==> src/sv/trht_pkg.sv <==
package trht_pkg;

  // Sizing
  localparam int MAX_REGIONS = 32;
  localparam int COORD_BITS  = 10;
  localparam int PAGE_BITS   = 4;

  localparam int IDX_W   = $clog2(MAX_REGIONS);
  localparam int CNT_W   = $clog2(MAX_REGIONS + 1);
  localparam int FIELD_W = 11;
  localparam int CPAGE_W = 4;
  localparam int ID_W    = 8;
  localparam int MIN_W   = 10;
  localparam int CFG_IDX_W  = 4;
  localparam int CFG_DATA_W = 16;

  localparam logic [31:0] COORD_MAX = 32'((64'd1 << COORD_BITS) - 64'd1);

  // Register indexes
  localparam logic [CFG_IDX_W-1:0] CFG_CURRENT_PAGE = CFG_IDX_W'(0);
  localparam logic [CFG_IDX_W-1:0] CFG_MIN_SIZE     = CFG_IDX_W'(1);

  // Item kinds, gestures and touch modes
  localparam logic [1:0] KIND_DEFINE  = 2'd0;
  localparam logic [1:0] KIND_TOUCH   = 2'd1;
  localparam logic [1:0] KIND_GESTURE = 2'd2;
  localparam logic [1:0] GEST_DOUBLE  = 2'd0;
  localparam logic [1:0] GEST_LONG    = 2'd1;
  localparam logic [1:0] MODE_CLICK   = 2'd0;
  localparam logic [1:0] MODE_DOUBLE  = 2'd1;
  localparam logic [1:0] MODE_LONG    = 2'd2;

  typedef enum logic [1:0] {
    ST_IDLE,
    ST_DECODE,
    ST_SCAN,
    ST_LOAD
  } trht_state_e;

  typedef struct packed {
    logic [COORD_BITS-1:0] left;
    logic [COORD_BITS-1:0] right;
    logic [COORD_BITS-1:0] lower;
    logic [COORD_BITS-1:0] top;
    logic [PAGE_BITS-1:0]  page;
    logic [ID_W-1:0]       id;
  } trht_region_t;

  typedef struct packed {
    logic [1:0]         kind;
    logic [FIELD_W-1:0] x_first;
    logic [FIELD_W-1:0] y_first;
    logic [FIELD_W-1:0] x_second;
    logic [FIELD_W-1:0] y_second;
    logic [CPAGE_W-1:0] region_page;
    logic [ID_W-1:0]    element_id;
    logic               pressed;
    logic [1:0]         gesture;
  } trht_item_t;

  typedef struct packed {
    logic capture;
    logic finish_plain;
    logic scan_start;
    logic scan_step;
    logic scan_done;
    logic load_out;
  } trht_cmd_t;

  typedef struct packed {
    logic do_scan;
    logic count_zero;
    logic scan_hit;
    logic scan_end;
    logic out_free;
  } trht_sts_t;

  // Corner lies in 0 .. 2^COORD_BITS-1
  function automatic logic coord_ok(logic [FIELD_W-1:0] c);
    logic [31:0] w;
    w = {{(32-FIELD_W){1'b0}}, c};
    return !c[FIELD_W-1] && (w <= COORD_MAX);
  endfunction

  function automatic logic [COORD_BITS-1:0] to_coord(logic [FIELD_W-1:0] c);
    logic [31:0] w;
    w = {{(32-FIELD_W){1'b0}}, c};
    return w[COORD_BITS-1:0];
  endfunction

  function automatic logic [PAGE_BITS-1:0] to_page(logic [CPAGE_W-1:0] p);
    logic [31:0] w;
    w = {{(32-CPAGE_W){1'b0}}, p};
    return w[PAGE_BITS-1:0];
  endfunction

  // Absolute difference of two signed fields
  function automatic logic [FIELD_W:0] abs_diff(logic [FIELD_W-1:0] a,
                                                logic [FIELD_W-1:0] b);
    logic signed [FIELD_W:0] d;
    d = $signed({a[FIELD_W-1], a}) - $signed({b[FIELD_W-1], b});
    return d[FIELD_W] ? (FIELD_W+1)'(-d) : (FIELD_W+1)'(d);
  endfunction

endpackage

==> src/sv/trht_in_if.sv <==
interface trht_in_if import trht_pkg::*; ();
  logic               valid;
  logic               ready;
  logic [1:0]         kind;
  logic [FIELD_W-1:0] x_first;
  logic [FIELD_W-1:0] y_first;
  logic [FIELD_W-1:0] x_second;
  logic [FIELD_W-1:0] y_second;
  logic [CPAGE_W-1:0] region_page;
  logic [ID_W-1:0]    element_id;
  logic               pressed;
  logic [1:0]         gesture;

  modport source (
    output valid, kind, x_first, y_first, x_second, y_second, region_page,
           element_id, pressed, gesture,
    input  ready
  );
  modport sink (
    input  valid, kind, x_first, y_first, x_second, y_second, region_page,
           element_id, pressed, gesture,
    output ready
  );
endinterface

==> src/sv/trht_out_if.sv <==
interface trht_out_if import trht_pkg::*; ();
  logic               valid;
  logic               ready;
  logic               hit;
  logic [ID_W-1:0]    hit_id;
  logic [1:0]         touch_mode;
  logic [CPAGE_W-1:0] hit_page;
  logic               define_ok;

  modport source (
    output valid, hit, hit_id, touch_mode, hit_page, define_ok,
    input  ready
  );
  modport sink (
    input  valid, hit, hit_id, touch_mode, hit_page, define_ok,
    output ready
  );
endinterface

==> src/sv/trht_cfg_if.sv <==
interface trht_cfg_if import trht_pkg::*; ();
  logic                  valid;
  logic                  ready;
  logic [CFG_IDX_W-1:0]  index;
  logic [CFG_DATA_W-1:0] data;

  modport source (output valid, index, data, input ready);
  modport sink (input valid, index, data, output ready);
endinterface

==> src/sv/touch_region_hit_test_unit.sv <==
// Flow: a define, a non-scanning event or a scan with no stored regions goes from
// DECODE straight to LOAD; a scan reads one table entry a cycle and stops at the first
// hitting entry or after the last stored region, then goes to LOAD, which waits for a free output register.
// One item in flight at a time: no new item is accepted until its result is loaded.
// Reset: asynchronous, active low; clears the region count, the controller and the
// output valid, and sets current_page to 0 and min_element_size to 5.
module touch_region_hit_test_unit import trht_pkg::*; (
  input  logic clk_i,
  input  logic rst_ni,
  trht_in_if.sink    in_if,
  trht_out_if.source out_if,
  trht_cfg_if.sink   cfg_if
);

  trht_item_t item;
  trht_cmd_t  cmd;
  trht_sts_t  sts;

  assign cfg_if.ready = 1'b1;

  // Pack the input payload
  assign item.kind        = in_if.kind;
  assign item.x_first     = in_if.x_first;
  assign item.y_first     = in_if.y_first;
  assign item.x_second    = in_if.x_second;
  assign item.y_second    = in_if.y_second;
  assign item.region_page = in_if.region_page;
  assign item.element_id  = in_if.element_id;
  assign item.pressed     = in_if.pressed;
  assign item.gesture     = in_if.gesture;

  trht_ctrl u_ctrl (
    .clk_i      (clk_i),
    .rst_ni     (rst_ni),
    .in_valid_i (in_if.valid),
    .in_ready_o (in_if.ready),
    .sts_i      (sts),
    .cmd_o      (cmd)
  );

  trht_datapath u_datapath (
    .clk_i        (clk_i),
    .rst_ni       (rst_ni),
    .item_i       (item),
    .cfg_valid_i  (cfg_if.valid),
    .cfg_index_i  (cfg_if.index),
    .cfg_data_i   (cfg_if.data),
    .cmd_i        (cmd),
    .sts_o        (sts),
    .out_ready_i  (out_if.ready),
    .out_valid_o  (out_if.valid),
    .hit_o        (out_if.hit),
    .hit_id_o     (out_if.hit_id),
    .touch_mode_o (out_if.touch_mode),
    .hit_page_o   (out_if.hit_page),
    .define_ok_o  (out_if.define_ok)
  );

endmodule

==> src/sv/trht_ctrl.sv <==
module trht_ctrl import trht_pkg::*; (
  input  logic      clk_i,
  input  logic      rst_ni,
  input  logic      in_valid_i,
  output logic      in_ready_o,
  input  trht_sts_t sts_i,
  output trht_cmd_t cmd_o
);

  trht_state_e state_q, state_d;

  // State register
  always_ff @(posedge clk_i or negedge rst_ni) begin
    if (!rst_ni) begin
      state_q <= ST_IDLE;
    end else begin
      state_q <= state_d;
    end
  end

  // Next state
  always_comb begin
    state_d = state_q;
    unique case (state_q)
      ST_IDLE: begin
        if (in_valid_i) state_d = ST_DECODE;
      end
      ST_DECODE: begin
        if (sts_i.do_scan && !sts_i.count_zero) state_d = ST_SCAN;
        else state_d = ST_LOAD;
      end
      ST_SCAN: begin
        if (sts_i.scan_hit || sts_i.scan_end) state_d = ST_LOAD;
      end
      ST_LOAD: begin
        if (sts_i.out_free) state_d = ST_IDLE;
      end
      default: state_d = ST_IDLE;
    endcase
  end

  // Outputs
  always_comb begin
    cmd_o      = '0;
    in_ready_o = 1'b0;
    unique case (state_q)
      ST_IDLE: begin
        in_ready_o    = 1'b1;
        cmd_o.capture = in_valid_i;
      end
      ST_DECODE: begin
        if (sts_i.do_scan && !sts_i.count_zero) cmd_o.scan_start = 1'b1;
        else cmd_o.finish_plain = 1'b1;
      end
      ST_SCAN: begin
        cmd_o.scan_step = 1'b1;
        cmd_o.scan_done = sts_i.scan_hit || sts_i.scan_end;
      end
      ST_LOAD: begin
        cmd_o.load_out = sts_i.out_free;
      end
      default: begin
        cmd_o = '0;
      end
    endcase
  end

endmodule

==> src/sv/trht_datapath.sv <==
module trht_datapath import trht_pkg::*; (
  input  logic                  clk_i,
  input  logic                  rst_ni,
  input  trht_item_t            item_i,
  input  logic                  cfg_valid_i,
  input  logic [CFG_IDX_W-1:0]  cfg_index_i,
  input  logic [CFG_DATA_W-1:0] cfg_data_i,
  input  trht_cmd_t             cmd_i,
  output trht_sts_t             sts_o,
  input  logic                  out_ready_i,
  output logic                  out_valid_o,
  output logic                  hit_o,
  output logic [ID_W-1:0]       hit_id_o,
  output logic [1:0]            touch_mode_o,
  output logic [CPAGE_W-1:0]    hit_page_o,
  output logic                  define_ok_o
);

  trht_item_t          item_q;
  logic [CPAGE_W-1:0]  cur_page_q;
  logic [MIN_W-1:0]    min_size_q;
  logic [CNT_W-1:0]    count_q;
  logic [CNT_W-1:0]    scan_idx_q;
  logic [CNT_W-1:0]    cmp_idx_q;
  logic                pend_q;
  trht_region_t        rd_data_q;
  trht_region_t        mem_q [MAX_REGIONS];

  logic                res_hit_q;
  logic [ID_W-1:0]     res_id_q;
  logic [1:0]          res_mode_q;
  logic [CPAGE_W-1:0]  res_page_q;
  logic                res_ok_q;

  logic                out_valid_q;
  logic                out_hit_q;
  logic [ID_W-1:0]     out_id_q;
  logic [1:0]          out_mode_q;
  logic [CPAGE_W-1:0]  out_page_q;
  logic                out_ok_q;

  logic                do_scan;
  logic [1:0]          scan_mode;
  logic                define_ok;
  logic [FIELD_W:0]    span_x;
  logic [FIELD_W:0]    span_y;
  logic [FIELD_W:0]    min_ext;
  trht_region_t        new_entry;
  logic                match;
  logic [31:0]         px;
  logic [31:0]         py;
  logic                can_read;

  // Configuration registers
  always_ff @(posedge clk_i or negedge rst_ni) begin
    if (!rst_ni) begin
      cur_page_q <= '0;
      min_size_q <= MIN_W'(5);
    end else if (cfg_valid_i) begin
      unique case (cfg_index_i)
        CFG_CURRENT_PAGE: cur_page_q <= cfg_data_i[CPAGE_W-1:0];
        CFG_MIN_SIZE:     min_size_q <= cfg_data_i[MIN_W-1:0];
        default: ;
      endcase
    end
  end

  // Hold the accepted item
  always_ff @(posedge clk_i) begin
    if (cmd_i.capture) item_q <= item_i;
  end

  // Decode the event kind
  always_comb begin
    do_scan   = 1'b0;
    scan_mode = MODE_CLICK;
    case (item_q.kind)
      KIND_TOUCH: begin
        do_scan = !item_q.pressed;
      end
      KIND_GESTURE: begin
        case (item_q.gesture)
          GEST_DOUBLE: begin
            do_scan   = 1'b1;
            scan_mode = MODE_DOUBLE;
          end
          GEST_LONG: begin
            do_scan   = 1'b1;
            scan_mode = MODE_LONG;
          end
          default: do_scan = 1'b0;
        endcase
      end
      default: do_scan = 1'b0;
    endcase
  end

  // Validate and normalise a new region
  assign span_x  = abs_diff(item_q.x_first, item_q.x_second);
  assign span_y  = abs_diff(item_q.y_first, item_q.y_second);
  assign min_ext = {{(FIELD_W+1-MIN_W){1'b0}}, min_size_q};

  assign define_ok = (item_q.kind == KIND_DEFINE) &&
                     coord_ok(item_q.x_first) && coord_ok(item_q.x_second) &&
                     coord_ok(item_q.y_first) && coord_ok(item_q.y_second) &&
                     (span_x > min_ext) && (span_y > min_ext) &&
                     (item_q.element_id != '0) &&
                     (count_q != CNT_W'(MAX_REGIONS));

  always_comb begin
    if ($signed(item_q.x_first) < $signed(item_q.x_second)) begin
      new_entry.left  = to_coord(item_q.x_first);
      new_entry.right = to_coord(item_q.x_second);
    end else begin
      new_entry.left  = to_coord(item_q.x_second);
      new_entry.right = to_coord(item_q.x_first);
    end
    if ($signed(item_q.y_first) < $signed(item_q.y_second)) begin
      new_entry.lower = to_coord(item_q.y_first);
      new_entry.top   = to_coord(item_q.y_second);
    end else begin
      new_entry.lower = to_coord(item_q.y_second);
      new_entry.top   = to_coord(item_q.y_first);
    end
    new_entry.page = to_page(item_q.region_page);
    new_entry.id   = item_q.element_id;
  end

  // Region table: write at the fill count, read at the scan index
  always_ff @(posedge clk_i) begin
    if (cmd_i.finish_plain && define_ok) mem_q[count_q[IDX_W-1:0]] <= new_entry;
    if (cmd_i.scan_step && can_read) rd_data_q <= mem_q[scan_idx_q[IDX_W-1:0]];
  end

  always_ff @(posedge clk_i or negedge rst_ni) begin
    if (!rst_ni) begin
      count_q <= '0;
    end else if (cmd_i.finish_plain && define_ok) begin
      count_q <= count_q + CNT_W'(1);
    end
  end

  // Scan sequencing: issue a read each scan cycle while entries remain, compare in the next cycle
  assign can_read = scan_idx_q < count_q;

  always_ff @(posedge clk_i or negedge rst_ni) begin
    if (!rst_ni) begin
      scan_idx_q <= '0;
      cmp_idx_q  <= '0;
      pend_q     <= 1'b0;
    end else if (cmd_i.scan_start) begin
      scan_idx_q <= '0;
      pend_q     <= 1'b0;
    end else if (cmd_i.scan_step) begin
      pend_q <= can_read;
      if (can_read) begin
        cmp_idx_q  <= scan_idx_q;
        scan_idx_q <= scan_idx_q + CNT_W'(1);
      end
    end
  end

  assign px = {{(32-FIELD_W){1'b0}}, item_q.x_first};
  assign py = {{(32-FIELD_W){1'b0}}, item_q.y_first};

  assign match = pend_q && !item_q.x_first[FIELD_W-1] && !item_q.y_first[FIELD_W-1] &&
                 (rd_data_q.page == to_page(cur_page_q)) &&
                 (px >= 32'(rd_data_q.left))  && (px <= 32'(rd_data_q.right)) &&
                 (py >= 32'(rd_data_q.lower)) && (py <= 32'(rd_data_q.top));

  assign sts_o.do_scan    = do_scan;
  assign sts_o.count_zero = (count_q == '0);
  assign sts_o.scan_hit   = match;
  assign sts_o.scan_end   = pend_q && !match &&
                            ((cmp_idx_q + CNT_W'(1)) == count_q);
  assign sts_o.out_free   = !out_valid_q || out_ready_i;

  // Result staging
  always_ff @(posedge clk_i) begin
    if (cmd_i.finish_plain) begin
      res_hit_q  <= 1'b0;
      res_id_q   <= '0;
      res_mode_q <= MODE_CLICK;
      res_page_q <= '0;
      res_ok_q   <= define_ok;
    end else if (cmd_i.scan_done) begin
      res_hit_q  <= match;
      res_id_q   <= match ? rd_data_q.id : '0;
      res_mode_q <= match ? scan_mode : MODE_CLICK;
      res_page_q <= match ? cur_page_q : '0;
      res_ok_q   <= 1'b0;
    end
  end

  // Output register
  always_ff @(posedge clk_i or negedge rst_ni) begin
    if (!rst_ni) begin
      out_valid_q <= 1'b0;
    end else if (cmd_i.load_out) begin
      out_valid_q <= 1'b1;
    end else if (out_ready_i) begin
      out_valid_q <= 1'b0;
    end
  end

  always_ff @(posedge clk_i) begin
    if (cmd_i.load_out) begin
      out_hit_q  <= res_hit_q;
      out_id_q   <= res_id_q;
      out_mode_q <= res_mode_q;
      out_page_q <= res_page_q;
      out_ok_q   <= res_ok_q;
    end
  end

  assign out_valid_o  = out_valid_q;
  assign hit_o        = out_hit_q;
  assign hit_id_o     = out_id_q;
  assign touch_mode_o = out_mode_q;
  assign hit_page_o   = out_page_q;
  assign define_ok_o  = out_ok_q;

endmodule
==> src/flat_wrapper.sv <==
// flat-port wrapper written by rule: the top's interface ports become plain ports
module touch_region_hit_test_unit_flat import trht_pkg::*;
  (clk_i, rst_ni, in_if_valid, in_if_kind, in_if_x_first, in_if_y_first, in_if_x_second, in_if_y_second, in_if_region_page, in_if_element_id, in_if_pressed, in_if_gesture, in_if_ready, out_if_valid, out_if_hit, out_if_hit_id, out_if_touch_mode, out_if_hit_page, out_if_define_ok, out_if_ready, cfg_if_valid, cfg_if_index, cfg_if_data, cfg_if_ready);
  trht_in_if in_if_i ();
  trht_out_if out_if_i ();
  trht_cfg_if cfg_if_i ();
  input  logic clk_i;
  input  logic rst_ni;
  input wire logic [$bits(in_if_i.valid)-1:0] in_if_valid;
  input wire logic [$bits(in_if_i.kind)-1:0] in_if_kind;
  input wire logic [$bits(in_if_i.x_first)-1:0] in_if_x_first;
  input wire logic [$bits(in_if_i.y_first)-1:0] in_if_y_first;
  input wire logic [$bits(in_if_i.x_second)-1:0] in_if_x_second;
  input wire logic [$bits(in_if_i.y_second)-1:0] in_if_y_second;
  input wire logic [$bits(in_if_i.region_page)-1:0] in_if_region_page;
  input wire logic [$bits(in_if_i.element_id)-1:0] in_if_element_id;
  input wire logic [$bits(in_if_i.pressed)-1:0] in_if_pressed;
  input wire logic [$bits(in_if_i.gesture)-1:0] in_if_gesture;
  output wire logic [$bits(in_if_i.ready)-1:0] in_if_ready;
  output wire logic [$bits(out_if_i.valid)-1:0] out_if_valid;
  output wire logic [$bits(out_if_i.hit)-1:0] out_if_hit;
  output wire logic [$bits(out_if_i.hit_id)-1:0] out_if_hit_id;
  output wire logic [$bits(out_if_i.touch_mode)-1:0] out_if_touch_mode;
  output wire logic [$bits(out_if_i.hit_page)-1:0] out_if_hit_page;
  output wire logic [$bits(out_if_i.define_ok)-1:0] out_if_define_ok;
  input wire logic [$bits(out_if_i.ready)-1:0] out_if_ready;
  input wire logic [$bits(cfg_if_i.valid)-1:0] cfg_if_valid;
  input wire logic [$bits(cfg_if_i.index)-1:0] cfg_if_index;
  input wire logic [$bits(cfg_if_i.data)-1:0] cfg_if_data;
  output wire logic [$bits(cfg_if_i.ready)-1:0] cfg_if_ready;
  assign in_if_i.valid = in_if_valid;
  assign in_if_i.kind = in_if_kind;
  assign in_if_i.x_first = in_if_x_first;
  assign in_if_i.y_first = in_if_y_first;
  assign in_if_i.x_second = in_if_x_second;
  assign in_if_i.y_second = in_if_y_second;
  assign in_if_i.region_page = in_if_region_page;
  assign in_if_i.element_id = in_if_element_id;
  assign in_if_i.pressed = in_if_pressed;
  assign in_if_i.gesture = in_if_gesture;
  assign in_if_ready = in_if_i.ready;
  assign out_if_valid = out_if_i.valid;
  assign out_if_hit = out_if_i.hit;
  assign out_if_hit_id = out_if_i.hit_id;
  assign out_if_touch_mode = out_if_i.touch_mode;
  assign out_if_hit_page = out_if_i.hit_page;
  assign out_if_define_ok = out_if_i.define_ok;
  assign out_if_i.ready = out_if_ready;
  assign cfg_if_i.valid = cfg_if_valid;
  assign cfg_if_i.index = cfg_if_index;
  assign cfg_if_i.data = cfg_if_data;
  assign cfg_if_ready = cfg_if_i.ready;
  touch_region_hit_test_unit u_core (.clk_i(clk_i), .rst_ni(rst_ni), .in_if(in_if_i), .out_if(out_if_i), .cfg_if(cfg_if_i));
endmodule
==> config.mk <==
export PLATFORM = sky130hd
export DESIGN_NAME = touch_region_hit_test_unit_flat
export DESIGN_NICKNAME = d
export VERILOG_FILES = /design/src/sv/trht_pkg.sv /design/src/sv/trht_in_if.sv /design/src/sv/trht_out_if.sv /design/src/sv/trht_cfg_if.sv /design/src/sv/touch_region_hit_test_unit.sv /design/src/sv/trht_ctrl.sv /design/src/sv/trht_datapath.sv /design/src/flat_wrapper.sv
export SDC_FILE = /design/constraint.sdc
export NUM_CORES = 2
export LEC_CHECK = 0
export ABC_AREA = 1
export BUFFER_PORTS_ARGS = -buffer_cell sky130_fd_sc_hd__buf_2
export CORE_MARGIN = 3
export CORE_UTILIZATION = 57
export DETAILED_ROUTE_END_ITERATION = 8
export GPL_ROUTABILITY_DRIVEN = 0
export PLACE_DENSITY = 0.86
export RECOVER_POWER = 50
export SLEW_MARGIN = 20
export SYNTH_ARGS = -nofsm -noshare
export SYNTH_HDL_FRONTEND = slang
export SYNTH_SLANG_ARGS = --single-unit
==> constraint.sdc <==
create_clock -name clk_i -period 5.8 [get_ports clk_i]
set_clock_uncertainty 0.1 [all_clocks]
set_input_delay 1.74 -clock clk_i [delete_from_list [all_inputs] [get_ports clk_i]]
set_output_delay 1.74 -clock clk_i [all_outputs]
set_load 0.05 [all_outputs]
==> qor.yml <==
floorplan:
  initial_core_util_pct: 57.5
  boundaryPins: 105
  row_count: 132
  die_w_um: 368
  core_area_mm2: 0.130
  die_area_mm2: 0.135
  die_y_um: 368
logic_synthesis:
  yosysUniqueCellTypes: 49
  yosysSeqAreaShare_pct: 73.9
  syn_inst: 5768
  ys_ff_latch: 1845
  synth_ff_type: "edfxtp_1"
  synthesis.area_mm2: 0.0745
  ys_top_cells_by_area: "edfxtp_1 (72%), o21ai_0 (6.3%), nor2_1 (4.7%)"
  async_reset_ff_share_pct: 1.95
  synth_edf_count: 1794
  syn-num-nets: 5958
  avgSynthCellArea_um2: 12.9
  synth.top_cell.area_share_pct: 72.3
  synth_top_area_cell: "edfxtp_1"
  yosysWarningCount: 0
power_and_ir_drop:
  ir_drop_v: 0.000439
  power_w: 0.0350
  powerDensity_mw_per_mm2: 425
  leakage_nw: 27.4
clock_network:
  ctsResizeCount: 0
  cts_tree: "done"
  numCtsBuffers: 166
  cts-htree-levels: 4
  clockBufferDepth: 3
  cts.sinks: 1845
  clk_latency_ns: 0.82
  clk_pin_slew_ns: 0.06
  postCtsSetupBuffers: 0
  root_buffer: "clkbuf_16"
  hold_buffers: 0
sta:
  grt_setup_unrepaired: "no"
  fmax_mhz: 181
  setup_violations: 0
  worstMarginPinSlew_ns: 2.63
  tns_ns: 0
  fin_crit_ns: 5.51
  hold_violations: 0
  slew-limit-headroom_pct: -75.4
  period_share_pct: 95.1
  hold_ws_ns: 0.336
  slew_violations: 917
outcome:
  status: "complete, but fails checks"
  violations: "max-capacitance violations, max-slew violations"
final_layout:
  multi_input_area_mm2: 0.0175
  regArea_mm2: 0.0551
  fillers: 8379
  final_nets: 6023
  instances_no_fill: 7705
  syn_to_final_growth_pct: 10.7
  finish.instance_area_mm2: 0.0825
  layout-drive-gt1-share_pct: 8.31
placed_design:
  hpwl_um: 110000
  placed_area_mm2: 0.0776
  dp.cells: 7403
  portBuffers: 97
worst_setup_path:
  crit_top_cell: "nand2_1"
  crit_required_ns: 6.12
  crit_family: "simple AND/OR/NAND/NOR gates"
  worstPathBufferInverterCount: 3
  critical_path_class: "register to register"
  crit_path_end_kind: "register"
  path_max_fanout: 35
  cp-start-kind: "register"
  cp_slowest_cell: "buf_4"
  worstPathArrival_ns: 5.83
  cp_cell_sequence: "ha_1 > inv_2 > nor3_1 > nand2_1 > nand2_4 > xor2_4 > nand2_1 > xor2_1 > inv_1 > ha_1 > nand2_1 > nor2_1 > nand2_1 > o211a_1 > o21ai_0 > nand2_1 > nand2_1 > nor2_2 > nor2_2 > nand2_2 > nor2_4 > buf_4"
  max_stage_delay_ns: 0.63
grt:
  grt_max_degree: 215
  antenna_found_initial: 4
  grt_pass1_vias: 50600
  grt_first_pass_wirelength_um: 300000
  grt.overflow.total: 0
  grt_usage_pct: 29.4
drt:
  drc: 0
  num_vias: 51800
  first_pass_iters: 9
  wl_per_cell_um: 26.7
  viasPerCell: 6.73
  ant_nets: 0
  routed_wl_um: 206000
  first_iter_violations: 9341
hold_path:
  hp-class: "register to register"
flow_run:
  max_cap_violations: 25
==> sequential cells by signal (all words and copies together), names as in the netlist, 2 cells and up <==
| signal | flops |
|---|---|
| u_core.u_datapath.count_q | 6 |
| u_core.u_ctrl.state_q | 2 |
| u_core.u_datapath.rd_data_q | 52 |
| u_core.u_datapath.res_page_q | 4 |
| u_core.u_datapath.hit_page_o | 4 |
| u_core.u_datapath.min_size_q | 10 |
| u_core.u_datapath.item_q | 61 |
| u_core.u_datapath.scan_idx_q | 6 |
| u_core.u_datapath.hit_id_o | 8 |
| u_core.u_datapath.mem_q | 1664 |
| u_core.u_datapath.res_mode_q | 2 |
| u_core.u_datapath.res_id_q | 8 |
| u_core.u_datapath.cmp_idx_q | 6 |
| u_core.u_datapath.cur_page_q | 4 |
| u_core.u_datapath.touch_mode_o | 2 |
==> layout by cell type (no fill, tap or decap), types with 23 or more instances in the layout <==
cell type / count
clkbuf_16: 167
edfxtp_1: 1794
o211ai_1: 53
ha_1: 102
a21oi_1: 53
o22ai_1: 257
inv_1: 215
nor2_1: 908
nand2_1: 445
nor2_4: 34
clkinv_2: 23
nand4_1: 63
buf_2: 67
clkinv_1: 37
clkbuf_1: 111
o221ai_1: 162
o21ai_0: 942
dfrtp_1: 31
buf_4: 94
xor2_1: 24
nand3_1: 191
==> cells in the mapped netlist (all sizes together), types with 4 or more instances <==
cell type and instances:
clkinv 6, dfrtp 34, o2111ai 4, clkbuf 324
xor2 26, inv 218, nor3 15, nand4 63
buf 41, o21ai 948, a31oi 5, nor4 7
nand2 451, dfxtp 15, xnor2 9, o22ai 257
nor2 946, edfxtp 1794, nand3 194, o211ai 53
nand3b 6, a21oi 70, ha 102, o221ai 162
==> logic make-up after synthesis <==
logic type	Yosys count	share of synthesized area, %
DFF	1845	73.9
and+or+nand+nor	1683	9.16
AOI/OAI and AO/OA	1511	11.7
buffers and inverters	589	3.03
adders and majority gates	104	1.77
xor gates and xnor gates	35	0.447
other	1	0.00503
==> per-stage QoR <==
| step | utilization [%] | setup WS (ns) |
|---|---|---|
| 6_report | 63.6 | 0.286 |
| 5_1_grt | 63.6 | 0.0471 |
| 4_1_cts | 63.8 | 0.188 |
| 3_5_place_dp | 59.9 | 0.299 |
| 3_3_place_gp | 59.8 | 0.493 |
| 2_1_floorplan | - | -0.161 |
==> final cells by class <==
| cell class | instances | share of cell area, % |
|---|---|---|
| clock inverter | 86 | 0.962 |
| multi-input combinational | 3334 | 21.3 |
| inverter | 224 | 1.05 |
| tap | 1742 | 2.64 |
| timing repair buffer | 262 | 1.97 |
| clock buffer | 209 | 5.31 |
| sequential | 1845 | 66.8 |
| antenna | 3 | 0.00910 |
==> power by group <==
group / internal (W) / switching, W
Clock: 0.00582 / 0.00487
Combinational: 0.00176 / 0.00604
Sequential: 0.0164 / 0.000180
Total: 0.0239 / 0.0111
==> final timing paths <==
path                                                                    from                                           to  slack, ns  depth (start not counted)
min in group asynchronous                                             rst_ni  u_core.u_datapath.cur_page_q[2]$_DFFE_PN0P_       1.44                          1
worst max-delay path                  u_core.u_datapath.item_q[58]$_DFFE_PP_     u_core.u_datapath.mem_q[7][11]$_DFFE_PP_       0.29                         22
worst min-delay path            u_core.u_datapath.res_page_q[0]$_SDFFE_PP0P_    u_core.u_datapath.hit_page_o[0]$_DFFE_PP_       0.34                          0
max in group asynchronous                                             rst_ni  u_core.u_datapath.scan_idx_q[2]$_DFFE_PN0P_       2.66                          1
worst max register to register        u_core.u_datapath.item_q[58]$_DFFE_PP_     u_core.u_datapath.mem_q[7][11]$_DFFE_PP_       0.29                         22
worst min register to register  u_core.u_datapath.res_page_q[0]$_SDFFE_PP0P_    u_core.u_datapath.hit_page_o[0]$_DFFE_PP_       0.34                          0
==> layer usage <==
layer	track usage, %	share of wire (%)
met1	36.8	32
met3	6.41	14
met5	0	0.021
met2	46.6	47
met4	19.5	7.0
No activity file was read; power rests on OpenSTA's default activity.
